$ cat src/rtl/fgn3d_pkg.sv
package fgn3d_pkg;

  localparam int unsigned HashBits   = 8;
  localparam int unsigned FreqBits   = 24;
  localparam int unsigned AmpBits    = 17;
  localparam int unsigned ValBits    = 20;
  localparam int unsigned SumBits    = 24;
  localparam int unsigned RangeBits  = 21;
  localparam int unsigned MaxOctaves = 15;
  localparam logic [FreqBits-1:0] FreqMax = 24'hFFFFFF;
  localparam logic [AmpBits-1:0]  OneQ16  = 17'd65536;

  localparam logic [1:0] REG_BASE_FREQ = 2'd0;
  localparam logic [1:0] REG_OCTAVES   = 2'd1;
  localparam logic [1:0] REG_LACUN     = 2'd2;
  localparam logic [1:0] REG_PERSIST   = 2'd3;

  typedef struct packed {
    logic signed [31:0]  px;
    logic signed [31:0]  py;
    logic signed [31:0]  pz;
    logic [FreqBits-1:0] freq;
    logic [AmpBits-1:0]  amp;
    logic                last;
  } octave_job_t;

  localparam logic [7:0] PERM [256] = '{
    8'd151,8'd160,8'd137,8'd91,8'd90,8'd15,8'd131,8'd13,
    8'd201,8'd95,8'd96,8'd53,8'd194,8'd233,8'd7,8'd225,
    8'd140,8'd36,8'd103,8'd30,8'd69,8'd142,8'd8,8'd99,
    8'd37,8'd240,8'd21,8'd10,8'd23,8'd190,8'd6,8'd148,
    8'd247,8'd120,8'd234,8'd75,8'd0,8'd26,8'd197,8'd62,
    8'd94,8'd252,8'd219,8'd203,8'd117,8'd35,8'd11,8'd32,
    8'd57,8'd177,8'd33,8'd88,8'd237,8'd149,8'd56,8'd87,
    8'd174,8'd20,8'd125,8'd136,8'd171,8'd168,8'd68,8'd175,
    8'd74,8'd165,8'd71,8'd134,8'd139,8'd48,8'd27,8'd166,
    8'd77,8'd146,8'd158,8'd231,8'd83,8'd111,8'd229,8'd122,
    8'd60,8'd211,8'd133,8'd230,8'd220,8'd105,8'd92,8'd41,
    8'd55,8'd46,8'd245,8'd40,8'd244,8'd102,8'd143,8'd54,
    8'd65,8'd25,8'd63,8'd161,8'd1,8'd216,8'd80,8'd73,
    8'd209,8'd76,8'd132,8'd187,8'd208,8'd89,8'd18,8'd169,
    8'd200,8'd196,8'd135,8'd130,8'd116,8'd188,8'd159,8'd86,
    8'd164,8'd100,8'd109,8'd198,8'd173,8'd186,8'd3,8'd64,
    8'd52,8'd217,8'd226,8'd250,8'd124,8'd123,8'd5,8'd202,
    8'd38,8'd147,8'd118,8'd126,8'd255,8'd82,8'd85,8'd212,
    8'd207,8'd206,8'd59,8'd227,8'd47,8'd16,8'd58,8'd17,
    8'd182,8'd189,8'd28,8'd42,8'd223,8'd183,8'd170,8'd213,
    8'd119,8'd248,8'd152,8'd2,8'd44,8'd154,8'd163,8'd70,
    8'd221,8'd153,8'd101,8'd155,8'd167,8'd43,8'd172,8'd9,
    8'd129,8'd22,8'd39,8'd253,8'd19,8'd98,8'd108,8'd110,
    8'd79,8'd113,8'd224,8'd232,8'd178,8'd185,8'd112,8'd104,
    8'd218,8'd246,8'd97,8'd228,8'd251,8'd34,8'd242,8'd193,
    8'd238,8'd210,8'd144,8'd12,8'd191,8'd179,8'd162,8'd241,
    8'd81,8'd51,8'd145,8'd235,8'd249,8'd14,8'd239,8'd107,
    8'd49,8'd192,8'd214,8'd31,8'd181,8'd199,8'd106,8'd157,
    8'd184,8'd84,8'd204,8'd176,8'd115,8'd121,8'd50,8'd45,
    8'd127,8'd4,8'd150,8'd254,8'd138,8'd236,8'd205,8'd93,
    8'd222,8'd114,8'd67,8'd29,8'd24,8'd72,8'd243,8'd141,
    8'd128,8'd195,8'd78,8'd66,8'd215,8'd61,8'd156,8'd180
  };

  function automatic logic signed [ValBits-1:0] grad_dot(
      input logic [3:0] h, input logic signed [ValBits-1:0] x,
      input logic signed [ValBits-1:0] y, input logic signed [ValBits-1:0] z);
    logic signed [ValBits-1:0] r;
    case (h)
      4'd0, 4'd12: r = x + y;
      4'd1, 4'd13: r = y - x;
      4'd2:        r = x - y;
      4'd3:        r = -x - y;
      4'd4:        r = x + z;
      4'd5:        r = z - x;
      4'd6:        r = x - z;
      4'd7:        r = -x - z;
      4'd8:        r = y + z;
      4'd9, 4'd14: r = z - y;
      4'd10:       r = y - z;
      default:     r = -y - z;
    endcase
    return r;
  endfunction

endpackage

$ cat src/rtl/fgn3d_queue.sv
module fgn3d_queue import fgn3d_pkg::*; (
  input  logic        clk_i,
  input  logic        rst_ni,
  input  logic        push_i,
  input  octave_job_t push_data_i,
  output logic        full_o,
  input  logic        pop_i,
  output octave_job_t pop_data_o,
  output logic        empty_o
);

  octave_job_t mem_q [2];
  logic        wr_q, rd_q;
  logic [1:0]  cnt_q;

  assign full_o     = (cnt_q == 2'd2);
  assign empty_o    = (cnt_q == 2'd0);
  assign pop_data_o = mem_q[rd_q];

  always_ff @(posedge clk_i) begin
    if (push_i && !full_o) begin
      mem_q[wr_q] <= push_data_i;
    end
  end

  always_ff @(posedge clk_i or negedge rst_ni) begin
    if (!rst_ni) begin
      wr_q  <= 1'b0;
      rd_q  <= 1'b0;
      cnt_q <= 2'd0;
    end else begin
      if (push_i && !full_o) wr_q <= ~wr_q;
      if (pop_i && !empty_o) rd_q <= ~rd_q;
      cnt_q <= cnt_q + 2'((push_i && !full_o) ? 1 : 0) - 2'((pop_i && !empty_o) ? 1 : 0);
    end
  end

endmodule

$ cat config.mk
export PLATFORM = sky130hd
export DESIGN_NAME = fgn3d_queue
export DESIGN_NICKNAME = d
export VERILOG_FILES = /design/src/rtl/fgn3d_pkg.sv /design/src/rtl/fgn3d_queue.sv
export SDC_FILE = /design/constraint.sdc
export NUM_CORES = 1
export LEC_CHECK = 0
export ABC_AREA = 1
export BUFFER_PORTS_ARGS = -buffer_cell sky130_fd_sc_hd__buf_2
export CORE_UTILIZATION = 40
export CTS_CLUSTER_SIZE = 40
export DETAILED_ROUTE_END_ITERATION = 12
export PLACE_DENSITY = 0.62
export SETUP_SLACK_MARGIN = 0.2
export SYNTH_ARGS = -nofsm -noshare
export SYNTH_HDL_FRONTEND = slang
export SYNTH_SLANG_ARGS = --single-unit
$ cat constraint.sdc
create_clock -name clk_i -period 10.4 [get_ports clk_i]
set_input_delay 0.52 -clock clk_i [delete_from_list [all_inputs] [get_ports clk_i]]
set_output_delay 0.52 -clock clk_i [all_outputs]
set_load 0.01 [all_outputs]
# After elaboration in Yosys (flattened, before gate mapping)

Memories as Yosys holds them, arrays and structs flattened.
Index checks and enable logic that the tools add are counted.

Register bits after elaboration: 4
RAM bits: 276
Bits of input ports: 142
Output and inout port bits: 140
Memories kept: 1

Add/subtract/negate cells: 2
Equal/unequal tests: 1
Mux-type cells: 4
Bitwise gates (word level): 2
Reduce and logical (&&, ||, !) cells: 5

Memories:

| memory | words | width | rd ports | clocked after Yosys merged registers in | wr ports | RTL line          | text |
|---|---|---|---|---|---|---|---|
| mem_q  | 2     | 138   | 1        | 0                                       | 1        | fgn3d_queue.sv:12 | `octave_job_t mem_q [2];` |

Operators with widths:

| kind                                 | count |
|---|---|
| 2-to-1 mux 1 bit                     | 4 |
| adder 2 x 1 -> 2 bit                 | 1 |
| == test 2 bit, second input constant | 1 |
| logical AND 1 bit                    | 2 |
| logical NOT 1 bit                    | 2 |
| logical NOT 2 bit                    | 1 |
| NOT 1 bit                            | 2 |
| subtractor 2 x 1 -> 2 bit            | 1 |

# Logic depth before layout (Yosys ltp)

Depth in word-level cells: 6
Gate-level depth with buffers: 10
Mapped depth without buffers: 10

# Least setup slack after synthesis

Ideal clock, no wire load.

Path type: input to register
From: input port push_i
To: memory mem_q[1][0] in the netlist's numbering (enable)
Arrival time: 6335 ps
Data required time: 9763 ps
Setup slack: 3429 ps
Cell stages on the path: 2
Path buffers: 0
Path through: nand2_1 -> nor2_1

Cells in the longest elaborated chain, start to end: 3

Ends and longest elaborated chain:

| item                                   | RTL line          | text |
|---|---|---|
| from (decl)                            | fgn3d_queue.sv:4  | `input logic push_i,` |
| logical AND 1 bit                      | fgn3d_queue.sv:21 | `if (push_i && !full_o) begin` |
| 2-to-1 mux 1 bit                       | fgn3d_queue.sv:21 |  |
| 2-to-1 mux 1 bit (implied by the code) | fgn3d_queue.sv:22 | `mem_q[wr_q] <= push_data_i;` |
| to (decl)                              | fgn3d_queue.sv:12 |  |

No other way between the ends.

==> out/results.md <==
- overall die area: 0.02646 sq mm
- total of flip-flops plus latches after synthesis: 280
- largest voltage drop on the vdd net: 0.1753 mV
- Inst Count DP: 1341
- status: completed
- Period Utilization, post-route: 35.88%
- design area: 0.01287 sq mm
- Cell Pwr Density: 286.4 mW/mm^2
- total of warnings raised by yosys: 0
- total half-perimeter wirelength after legalization and detailed placement: 13180 microns
- H-tree Lvls: 1
- Leakage: 5.552 nW
- CP startpoint kind: flop
- buffering stage count on the worst path with inverters included: 4
- Distinct cells, synth: 11
- required time at the endpoint of the critical path: 9.88 ns
- Seq/Total Area, Yosys: 81.24%
- Syn Inst Count: 755
- Relative slew margins: 29.03%
- cell at the root of the clock tree: clkbuf_16
- via count of the first global-routing pass: 6151
- wire length of the first global-routing pass: 32220 microns
- Pins Over Slew Limit: 0
- remaining antenna violation count: 0
- drt via density: 4.484
- Ports: 282
- CTS tree: yes
- Initial Util: 40.88%
- syn_area_per_cell: 13.68 sq um
- initial antenna violation count: 4
- area of placed instances: 0.01196 sq mm
- crit path max fanout: 92
- Final Hold Vio Count: 0
- cells traversed along the worst timing path: buf_4, inv_4, buf_4, nand2_1, nand2_1, buf_2
- highest-count cells in the layout ignoring fill and taps: nand2_1, buf_2, edfxtp_1, clkbuf_16, inv_1
- global router's overall resource usage: 15.59%
- number of buffers added by the clock tree synthesis step: 29
- arrival time at the worst endpoint: 3.21 ns
- post-synth net total: 899
- unrepaired setup endpoints after global routing: false
- clock transition at the registers of the reported paths: 0.06 ns
- final setup TNS: 0 ns
- pre-CTS setup slack: 7.103 ns
- actual slew at the worst max-slew pin: 1.065 ns
- via count of the routed design: 6264
- number of port buffers: 281
- final net count: 1187
- final period demand of the worst path: 3.731 ns
- type of the setup path with the least slack: flop to primary output
- final setup vio count: 0
- Post-CTS Resized: 0
- max cap viols: 0
- Pre-antenna DRT Iters: 4
- Final Routed Wirelength: 21140 microns
- post-route core utilization: 50.95%
- number of violations reported at the end of detailed-routing iteration 0: 374
- number of standard-cell rows in the floorplan: 58
- worst setup margin: 6.669 ns
- pin count of the biggest net entering global routing: 93
- Final Wtd Congestion: 0.7266
- crit path max-delay cell type: buf_4
- number of buffers between clock root and the deepest sink: 3
- clock network latency to the later pin of the worst-skew pair: 0.53 ns
- area of the core: 0.02525 sq mm
- cell area after technology mapping: 0.01032 sq mm
- Wirelength per Cell: 15.13 microns
- aggregate global routing overflow: 0
- slowest stage delay, CP: 0.81 ns
- maximum clock frequency: 268.0 MHz
- critical path endpoint category: primary output
- post-route non-filler standard cell count: 1397
- die width: 162.7 microns
- final routed DRC violation total: 0
- Tightest Hold Check Type: primary input to flop
- Post CTS Setup Buffer Count: 0
- total clock sinks: 280
- crit-path leading delay family: buffers and inverters
- total of hold buffers inserted after clock tree synthesis: 1
- fraction of layout instances using a drive strength above 1: 31.20%
- most common cell after layout, fill and taps aside: nand2_1
- DIE HEIGHT: 162.7 microns
- relative area change from synthesis to final layout: 24.61%
- post-route clock skew: 0.01466 ns
==> synth_stat cells <==
| cell type | count | share of area [%] |
|---|---|---|
| nand2_1 | 427 | 16 |
| edfxtp_1 | 276 | 80 |
| buf_2 | 14 | 0.68 |
| buf_6 | 13 | 1.4 |
| inv_1 | 10 | 0.36 |
| buf_4 | 4 | 0.29 |
| dfrtp_1 | 4 | 0.97 |
| nand3_1 | 3 | 0.15 |
| ha_1 | 2 | 0.24 |
| inv_4 | 1 | 0.061 |
| nor2_1 | 1 | 0.036 |
==> state kept, by name, indices dropped and copies added, names as in the netlist <==
register	count
rd_q	1
wr_q	1
mem_q	276
cnt_q	2
==> worst reg2reg max path, delay by kind of cell (launching register included) <==
family	cells	cell delay, ns
simple gates	2	0.29
flops	1	0.40
buf+inv	2	1.41
==> area by class of cell <==
cell class | count | area, sq um
diodes | 3 | 7.507
clock inverters | 20 | 152.6
well taps | 330 | 412.9
flip-flops and latches | 280 | 8392
inverters | 11 | 48.80
clock buffers | 32 | 737.0
fillers | 2177 | 12390
repair buffers | 288 | 1461
multi-input cells | 433 | 1654
==> stage by stage <==
step,hold slack [ns],power (mW)
floorplan,0.2244,2.367
global placement,0.3346,2.766
detailed placement,0.3361,2.776
CTS,0.1362,3.748
global route,0.1412,3.917
finish,0.1707,3.685
==> per-layer routing <==
metal / GRT usage [%] / routed length [microns] / vias up / share of wire (%)
li1: - / - / 3127 / -
met1: 19.75 / 8857 / 2877 / 42
met2: 25.21 / 9791 / 218 / 46
met3: 5.780 / 2102 / 38 / 9.9
met4: 4.121 / 367 / 4 / 1.7
met5: 0 / 20 / - / 0.095
==> where the power goes <==
part / total [mW] / switching [mW] / internal [mW]
Sequential: 1.59 / 0.0506 / 1.54
Combinational: 1.13 / 0.776 / 0.353
Clock: 0.964 / 0.407 / 0.558
Total: 3.69 / 1.23 / 2.45
==> kinds of logic (layout without fill, tap and decap cells) <==
group         after synthesis  count (layout)  share of synthesized area (%)
other cells                 0               3                              0
fa+ha+maj                   2               2                         0.2423
flops                     280             280                          81.24
simple gates              431             431                          15.71
buf+inv                    42             351                          2.812
==> path summary, 6_finish.rpt <==
check                                        start                       to  slack (ns)  cells after the start
worst max-delay path              rd_q$_DFFE_PN0P_           pop_data_o[33]        6.67                      6
worst min-delay path               push_data_i[89]   mem_q[1][89]$_DFFE_PP_        0.17                      1
worst max register to register  cnt_q[1]$_DFF_PN0_  mem_q[0][108]$_DFFE_PP_        7.87                      4
worst min register to register    wr_q$_DFFE_PN0P_         wr_q$_DFFE_PN0P_        0.48                      2
max in group asynchronous                   rst_ni         rd_q$_DFFE_PN0P_        9.92                      2
min in group asynchronous                   rst_ni       cnt_q[1]$_DFF_PN0_        0.33                      2
(Power assumes the default switching activity.)
