[src/rtl/fgn3d_pkg.sv]
package fgn3d_pkg;

  localparam int unsigned HashBits   = 8;
  localparam int unsigned FreqBits   = 24;
  localparam int unsigned AmpBits    = 17;
  localparam int unsigned ValBits    = 20;
  localparam int unsigned SumBits    = 24;
  localparam int unsigned RangeBits  = 21;
  localparam int unsigned MaxOctaves = 15;
  localparam logic [FreqBits-1:0] FreqMax = 24'hFFFFFF;
  localparam logic [AmpBits-1:0]  OneQ16  = 17'd65536;

  localparam logic [1:0] REG_BASE_FREQ = 2'd0;
  localparam logic [1:0] REG_OCTAVES   = 2'd1;
  localparam logic [1:0] REG_LACUN     = 2'd2;
  localparam logic [1:0] REG_PERSIST   = 2'd3;

  typedef struct packed {
    logic signed [31:0]  px;
    logic signed [31:0]  py;
    logic signed [31:0]  pz;
    logic [FreqBits-1:0] freq;
    logic [AmpBits-1:0]  amp;
    logic                last;
  } octave_job_t;

  localparam logic [7:0] PERM [256] = '{
    8'd151,8'd160,8'd137,8'd91,8'd90,8'd15,8'd131,8'd13,
    8'd201,8'd95,8'd96,8'd53,8'd194,8'd233,8'd7,8'd225,
    8'd140,8'd36,8'd103,8'd30,8'd69,8'd142,8'd8,8'd99,
    8'd37,8'd240,8'd21,8'd10,8'd23,8'd190,8'd6,8'd148,
    8'd247,8'd120,8'd234,8'd75,8'd0,8'd26,8'd197,8'd62,
    8'd94,8'd252,8'd219,8'd203,8'd117,8'd35,8'd11,8'd32,
    8'd57,8'd177,8'd33,8'd88,8'd237,8'd149,8'd56,8'd87,
    8'd174,8'd20,8'd125,8'd136,8'd171,8'd168,8'd68,8'd175,
    8'd74,8'd165,8'd71,8'd134,8'd139,8'd48,8'd27,8'd166,
    8'd77,8'd146,8'd158,8'd231,8'd83,8'd111,8'd229,8'd122,
    8'd60,8'd211,8'd133,8'd230,8'd220,8'd105,8'd92,8'd41,
    8'd55,8'd46,8'd245,8'd40,8'd244,8'd102,8'd143,8'd54,
    8'd65,8'd25,8'd63,8'd161,8'd1,8'd216,8'd80,8'd73,
    8'd209,8'd76,8'd132,8'd187,8'd208,8'd89,8'd18,8'd169,
    8'd200,8'd196,8'd135,8'd130,8'd116,8'd188,8'd159,8'd86,
    8'd164,8'd100,8'd109,8'd198,8'd173,8'd186,8'd3,8'd64,
    8'd52,8'd217,8'd226,8'd250,8'd124,8'd123,8'd5,8'd202,
    8'd38,8'd147,8'd118,8'd126,8'd255,8'd82,8'd85,8'd212,
    8'd207,8'd206,8'd59,8'd227,8'd47,8'd16,8'd58,8'd17,
    8'd182,8'd189,8'd28,8'd42,8'd223,8'd183,8'd170,8'd213,
    8'd119,8'd248,8'd152,8'd2,8'd44,8'd154,8'd163,8'd70,
    8'd221,8'd153,8'd101,8'd155,8'd167,8'd43,8'd172,8'd9,
    8'd129,8'd22,8'd39,8'd253,8'd19,8'd98,8'd108,8'd110,
    8'd79,8'd113,8'd224,8'd232,8'd178,8'd185,8'd112,8'd104,
    8'd218,8'd246,8'd97,8'd228,8'd251,8'd34,8'd242,8'd193,
    8'd238,8'd210,8'd144,8'd12,8'd191,8'd179,8'd162,8'd241,
    8'd81,8'd51,8'd145,8'd235,8'd249,8'd14,8'd239,8'd107,
    8'd49,8'd192,8'd214,8'd31,8'd181,8'd199,8'd106,8'd157,
    8'd184,8'd84,8'd204,8'd176,8'd115,8'd121,8'd50,8'd45,
    8'd127,8'd4,8'd150,8'd254,8'd138,8'd236,8'd205,8'd93,
    8'd222,8'd114,8'd67,8'd29,8'd24,8'd72,8'd243,8'd141,
    8'd128,8'd195,8'd78,8'd66,8'd215,8'd61,8'd156,8'd180
  };

  function automatic logic signed [ValBits-1:0] grad_dot(
      input logic [3:0] h, input logic signed [ValBits-1:0] x,
      input logic signed [ValBits-1:0] y, input logic signed [ValBits-1:0] z);
    logic signed [ValBits-1:0] r;
    case (h)
      4'd0, 4'd12: r = x + y;
      4'd1, 4'd13: r = y - x;
      4'd2:        r = x - y;
      4'd3:        r = -x - y;
      4'd4:        r = x + z;
      4'd5:        r = z - x;
      4'd6:        r = x - z;
      4'd7:        r = -x - z;
      4'd8:        r = y + z;
      4'd9, 4'd14: r = z - y;
      4'd10:       r = y - z;
      default:     r = -y - z;
    endcase
    return r;
  endfunction

endpackage

[src/rtl/fgn3d_front.sv]
module fgn3d_front import fgn3d_pkg::*; (
  input  logic               clk_i,
  input  logic               rst_ni,
  input  logic               cfg_we_i,
  input  logic [1:0]         cfg_idx_i,
  input  logic [23:0]        cfg_wdata_i,
  input  logic               accept_i,
  input  logic signed [31:0] point_x_i,
  input  logic signed [31:0] point_y_i,
  input  logic signed [31:0] point_z_i,
  output logic               push_o,
  output octave_job_t        job_o,
  input  logic               full_i
);

  logic [FreqBits-1:0] base_q;
  logic [3:0]          oct_q;
  logic [15:0]         lac_q, per_q;
  logic                active_q;
  logic [3:0]          left_q;
  logic [FreqBits-1:0] freq_q;
  logic [AmpBits-1:0]  amp_q;
  logic signed [31:0]  px_q, py_q, pz_q;
  logic [39:0]         fprod;
  logic [32:0]         aprod;
  logic [3:0]          extra;

  assign fprod = freq_q * lac_q;
  assign aprod = amp_q * per_q;
  assign extra = (oct_q > 4'(MaxOctaves)) ? 4'(MaxOctaves) : oct_q;

  assign push_o = active_q && !full_i;
  assign job_o  = '{px: px_q, py: py_q, pz: pz_q, freq: freq_q, amp: amp_q,
                    last: (left_q == 4'd0)};

  always_ff @(posedge clk_i or negedge rst_ni) begin
    if (!rst_ni) begin
      base_q <= 24'd65536;
      oct_q  <= 4'd3;
      lac_q  <= 16'd8192;
      per_q  <= 16'd32768;
    end else if (cfg_we_i) begin
      case (cfg_idx_i)
        REG_BASE_FREQ: base_q <= cfg_wdata_i;
        REG_OCTAVES:   oct_q  <= cfg_wdata_i[3:0];
        REG_LACUN:     lac_q  <= cfg_wdata_i[15:0];
        REG_PERSIST:   per_q  <= cfg_wdata_i[15:0];
        default: ;
      endcase
    end
  end

  always_ff @(posedge clk_i or negedge rst_ni) begin
    if (!rst_ni) begin
      active_q <= 1'b0;
      left_q   <= 4'd0;
    end else if (accept_i) begin
      active_q <= 1'b1;
      left_q   <= extra;
    end else if (push_o) begin
      if (left_q == 4'd0) begin
        active_q <= 1'b0;
      end else begin
        left_q <= left_q - 4'd1;
      end
    end
  end

  always_ff @(posedge clk_i) begin
    if (accept_i) begin
      px_q   <= point_x_i;
      py_q   <= point_y_i;
      pz_q   <= point_z_i;
      freq_q <= base_q;
      amp_q  <= OneQ16;
    end else if (push_o) begin
      freq_q <= (fprod[39:12] > 28'(FreqMax)) ? FreqMax : fprod[35:12];
      amp_q  <= aprod[32:16];
    end
  end

endmodule

[config.mk]
export PLATFORM = sky130hd
export DESIGN_NAME = fgn3d_front
export DESIGN_NICKNAME = d
export VERILOG_FILES = /design/src/rtl/fgn3d_pkg.sv /design/src/rtl/fgn3d_front.sv
export SDC_FILE = /design/constraint.sdc
export NUM_CORES = 2
export LEC_CHECK = 0
export BUFFER_PORTS_ARGS = -buffer_cell sky130_fd_sc_hd__buf_2
export CAP_MARGIN = 40
export CELL_PAD_IN_SITES_DETAIL_PLACEMENT = 1
export CELL_PAD_IN_SITES_GLOBAL_PLACEMENT = 2
export CORE_ASPECT_RATIO = 0.9
export CORE_MARGIN = 2
export CORE_UTILIZATION = 40
export CTS_CLUSTER_DIAMETER = 60
export DETAILED_ROUTE_END_ITERATION = 7
export HOLD_SLACK_MARGIN = 0.03
export PLACE_DENSITY = 0.93
export SYNTH_ARGS = -nofsm -noshare
export SYNTH_HDL_FRONTEND = slang
export SYNTH_SLANG_ARGS = --single-unit
[constraint.sdc]
create_clock -name clk_i -period 8.4 [get_ports clk_i]
set_input_delay 0.84 -clock clk_i [delete_from_list [all_inputs] [get_ports clk_i]]
set_output_delay 0.84 -clock clk_i [all_outputs]
set_load 0.03 [all_outputs]
; ---- Yosys cells after proc, flatten, opt, wreduce, memory -nomap -nowiden
; Index checks and enable logic that the tools add are counted.
[op_classes]
add_sub_neg = 1
mul = 2
order_cmp = 2
eq_ne = 4
n_mux = 10
n_reduce_logical = 12
[ops]
columns = operator, count
row1 = two-way mux 24 bit, 3
row2 = multiplier 24 x 16 -> 40 bit, 1
row3 = multiplier 17 x 16 -> 33 bit, 1
row4 = greater-than comparator 28 x 24 -> 1 bit (second input constant), 1
row5 = two-way mux 4 bit, 4
row6 = AND reduction 2 bit, 6
row7 = == test 2 bit (second input constant), 2
row8 = greater-than comparator 4 bit (second input constant), 1
row9 = zero test 4 bit, 1
row10 = nonzero test 2 bit, 2
row11 = subtractor 4 x 1 -> 4 bit (second input constant), 1
row12 = two-way mux 1 bit, 3
row13 = == test 2 x 1 -> 1 bit (second input constant), 1
row14 = zero test 2 bit, 1
row15 = inequality test 2 bit (second input constant), 1
row16 = logical AND 1 bit, 1
row17 = zero test 1 bit, 1
[totals]
reg_bits = 202
inputBits = 127
output_inout_bits = 139

; ---- Longest topological paths before layout
[logic_depth]
ltp_word = 5
ltp_mapped = 26
ltp_nobuf = 23

; ---- Worst setup path before layout
; OpenSTA, ideal clock, no wires.
[synth_path]
path_type = flip-flop to flip-flop
start = register freq_q[21]
end = register freq_q[10], data pin
setup_time_ns = 0.256
arrival_time_ns = 6.386
required_time_ns = 8.144
setup_slack_ns = 1.758
path_stages_with_launch = 24
period_less_slack_ns = 6.642
path_cell_list = edfxtp_1 -> clkbuf_1 -> nand2_1 -> fa_1 -> inv_1 -> fa_1 -> inv_1 -> fa_1 -> inv_1 -> fa_1 -> fa_1 -> inv_1 -> fa_1 -> inv_1 -> ha_1 -> nand3_1 -> or3_1 -> o31a_2 -> o41ai_4 -> a31oi_2 -> xor2_1 -> o2111ai_2 -> buf_6 -> o22a_1
[synth_between]
elab_chain_len = 5
[synth_rtl]
columns = element, line
row1 = "start, declared", fgn3d_front.sv:21  ; logic [FreqBits-1:0] freq_q;
row2 = "start signal, assigned", fgn3d_front.sv:74  ; freq_q <= base_q;
row3 = "start signal, assigned", fgn3d_front.sv:77  ; freq_q <= (fprod[39:12] > 28'(FreqMax)) ? FreqMax : fprod[35:12];
row4 = multiplier 24 x 16 -> 40 bit *, fgn3d_front.sv:28  ; assign fprod = freq_q * lac_q;
row5 = greater-than comparator 28 x 24 -> 1 bit, fgn3d_front.sv:77
row6 = two-way mux 24 bit *, fgn3d_front.sv:77
row7 = two-way mux 24 bit *, fgn3d_front.sv:76  ; end else if (push_o) begin
row8 = two-way mux 24 bit *, fgn3d_front.sv:70  ; if (accept_i) begin
; Every way passes the cells marked *; elsewhere a longest branch is shown, timed or not. The select of a mux whose other input is x is not followed.
; A chain may end at the register's enable or synchronous reset.

; ---- Worst setup path after layout
[layout_path]
start = register freq_q[13]
end = register freq_q[23], data pin
; Same word-level chain as after synthesis.

==> flow_summary.yaml <==
route:
  drc_errors: 0
  routed_via_density: 5.20
  drt_iter0_markers: 1040
  drt_pass1_iterations: 5
  antenna_violating_nets_post_route: 0
  vias: 20100
  drt_wl_total_um: 83100
  post_drt_wl_per_cell_um: 21.5
job:
  cap_violations: 0
cts:
  cts.repair_timing.setup_buffer_count: 0
  clock_tree.root_cell: "sky130_fd_sc_hd__clkbuf_16"
  clkLatencyLatePin_ns: 0.54
  cts_repair_resize_count: 0
  worst_setup_hold_path_clk_slew_ns: 0.07
  cts_hold_repair.buffers: 0
  cts-root-to-sink-buffers: 3
  tritoncts.num_buffers: 23
  htreeDepth: 1
  cts_tree: "done"
  cts_num_sinks: 202
timing:
  finalMaxSlewViolations: 0
  hold_ws_ns: 0.417
  maxSlewHeadroom_pct: 35.4
  timing.setup.tns_ns: 0
  worst_clock_skew_ns: 0.0263
  final.min_clock_period_ns: 7.38
  grt_setup_unrepaired: "no"
  setup_viol: 0
  finalHoldViolations: 0
  timing_worst_slew_pin_value_ns: 0.969
  max_freq_mhz: 135
  timing.final.crit_share_pct: 87.9
logic_synthesis:
  synth.ff_latch_count: 202
  synthTopCellsByCount: "sky130_fd_sc_hd__inv_1, sky130_fd_sc_hd__fa_1, sky130_fd_sc_hd__nand2_1"
  synth_top_cell_area_share_pct: 37.3
  synth_enable_flop_cells: 120
  yosys.area.top_type: "sky130_fd_sc_hd__fa_1"
  synth.avg_cell_area_sq_um: 10.0
  synth-main-ff-cell: "sky130_fd_sc_hd__edfxtp_1"
  syn_nets: 3597
  yosysWarningCount: 0
  synthCells: 2746
  synth.distinct_cells: 80
  synth_area_sq_mm: 0.0275
  postSynth.asyncResetShare_pct: 32.2
  seq_area_frac_synth_pct: 20.3
  synth_area_leaders: "sky130_fd_sc_hd__fa_1, sky130_fd_sc_hd__edfxtp_1, sky130_fd_sc_hd__ha_1, sky130_fd_sc_hd__inv_1, sky130_fd_sc_hd__nand2_1"
  synth.most_common_cell: "sky130_fd_sc_hd__inv_1"
finish:
  area_growth_pct: 11.9
  layout-drive-gt1-share_pct: 15.2
  finish.net_count: 3820
worst_setup_path:
  critPathRequiredTime_ns: 8.67
  category_of_the_most_critical_setup_path: "flip-flop to flip-flop"
  timing.reg2reg.setup_slack_ns: 1.02
  critical_path_maximum_fanout: 19
  start_kind: "flip-flop"
  critical_path_arrival_ns: 7.65
  cp-end-kind: "flip-flop"
die:
  fp.dieW_um: 280
  core.rowCount: 91
  die_h_um: 253
  core_area_sq_mm: 0.0683
  initial_core_util_pct: 40.2
  floorplan_die_area_sq_mm: 0.0709
  pin_count: 266
global_routing:
  antenna_found_initial: 4
  grt_start_max_net_pins: 66
  grtUsageTotal_pct: 24.3
  grt_pass1_vias: 23200
  grt_pass1_wl_um: 133000
  gr-total-overflow: 0
place:
  gpl.final_weighted_congestion: 0.869
  input_output_buffers: 265
  dpl.hpwl_um: 64800
hold_path:
  min_path_type: "input port to async pin"
status:
  outcome: "finished, final reports clean"
placed cells by master (no fill, tap or decap), types with 24 or more instances in the layout:
cell type                  instances
sky130_fd_sc_hd__edfxtp_1        120
sky130_fd_sc_hd__and2_1          248
sky130_fd_sc_hd__fa_1            512
sky130_fd_sc_hd__ha_1            212
sky130_fd_sc_hd__dfrtp_1          60
sky130_fd_sc_hd__mux2_2           60
sky130_fd_sc_hd__buf_2           263
sky130_fd_sc_hd__o21ai_0          30
sky130_fd_sc_hd__inv_1           590
sky130_fd_sc_hd__nand2_1         458
sky130_fd_sc_hd__buf_4            43
sky130_fd_sc_hd__xnor2_1          24
sky130_fd_sc_hd__nor2_1           32
sky130_fd_sc_hd__a21oi_1          49
worst max-delay path: stages (launching register included):
cell and delay, ns:
sky130_fd_sc_hd__edfxtp_1 0.99, sky130_fd_sc_hd__nand2_1 0.19, sky130_fd_sc_hd__fa_1 0.59, sky130_fd_sc_hd__inv_1 0.06, sky130_fd_sc_hd__fa_1 0.53, sky130_fd_sc_hd__inv_1 0.05, sky130_fd_sc_hd__fa_1 0.49, sky130_fd_sc_hd__inv_1 0.05
sky130_fd_sc_hd__fa_1 0.52, sky130_fd_sc_hd__fa_1 0.51, sky130_fd_sc_hd__inv_1 0.06, sky130_fd_sc_hd__fa_1 0.48, sky130_fd_sc_hd__inv_1 0.04, sky130_fd_sc_hd__ha_1 0.37, sky130_fd_sc_hd__a21oi_1 0.32, sky130_fd_sc_hd__o211ai_1 0.12
sky130_fd_sc_hd__nand2_1 0.12, sky130_fd_sc_hd__o31ai_1 0.09, sky130_fd_sc_hd__a211o_1 0.30, sky130_fd_sc_hd__nor3_1 0.26, sky130_fd_sc_hd__xnor2_1 0.20, sky130_fd_sc_hd__o2111ai_2 0.28, sky130_fd_sc_hd__buf_8 0.26, sky130_fd_sc_hd__o22a_2 0.21
stage by stage:
step | instances | setup slack, ns | instance area [sq um] | utilization, %
finish | 3871 | 1.02 | 30800 | 45.0
detailed placement | 3827 | 1.07 | 30100 | 44.0
floorplan | 2746 | 1.76 | 27500 | -
global placement | 3808 | 0.894 | 29700 | 43.4
global route | 3870 | 0.766 | 30800 | 45.0
CTS | 3868 | 1.02 | 30800 | 45.0
kinds of logic (layout without fill, tap and decap cells):
kind of cell             Yosys count  after routing  synth area share [%]
AO/OA/AOI/OAI                    183            183                  4.71
XOR/XNOR                          41             41                  1.31
adder cells (fa/ha/maj)          724            724                  46.9
buffers and inverters            717            956                  10.1
flip-flops                       202            202                  20.3
multiplexers                      61             61                  2.49
other                              0              3                     0
AND/OR/NAND/NOR                  818            818                  14.2
sequential cells by signal, indices dropped and copies added, names as in the netlist:
name and cells:
per_q 16, amp_q 17, pz_q 32, freq_q 24, left_q 4, px_q 32, base_q 24, lac_q 16
active_q 1, oct_q 4, py_q 32
path summary, 6_finish.rpt:
path | start | endpoint | depth (start not counted)
max | freq_q[13] | freq_q[23] | 23
min | rst_ni | per_q[11] | 1
max reg2reg | freq_q[13] | freq_q[23] | 23
min reg2reg | active_q | active_q | 1
max in group asynchronous | rst_ni | base_q[17] | 1
min in group clk_i | point_x_i[16] | px_q[16] | 1
final cells by class:
type,instances,area [sq um]
fillers,7753,37500
multi-input cells,1827,19100
flip-flops and latches,202,5580
inverters,590,2210
repair buffers,325,2020
well taps,883,1100
clock buffers,31,626
clock inverters,10,77.6
diodes,3,7.51
per-layer routing:
metal | track usage [%] | vias up | wire (um)
met3 | 3.58 | 182 | 4870
met5 | 0 | - | 22
met4 | 8.19 | 4 | 3170
met1 | 31.7 | 10600 | 34500
li1 | - | 8771 | -
met2 | 41.5 | 627 | 40600
Power is not shown: default switching activity piles up to over one toggle a cycle in this logic, so the estimate is an artifact.
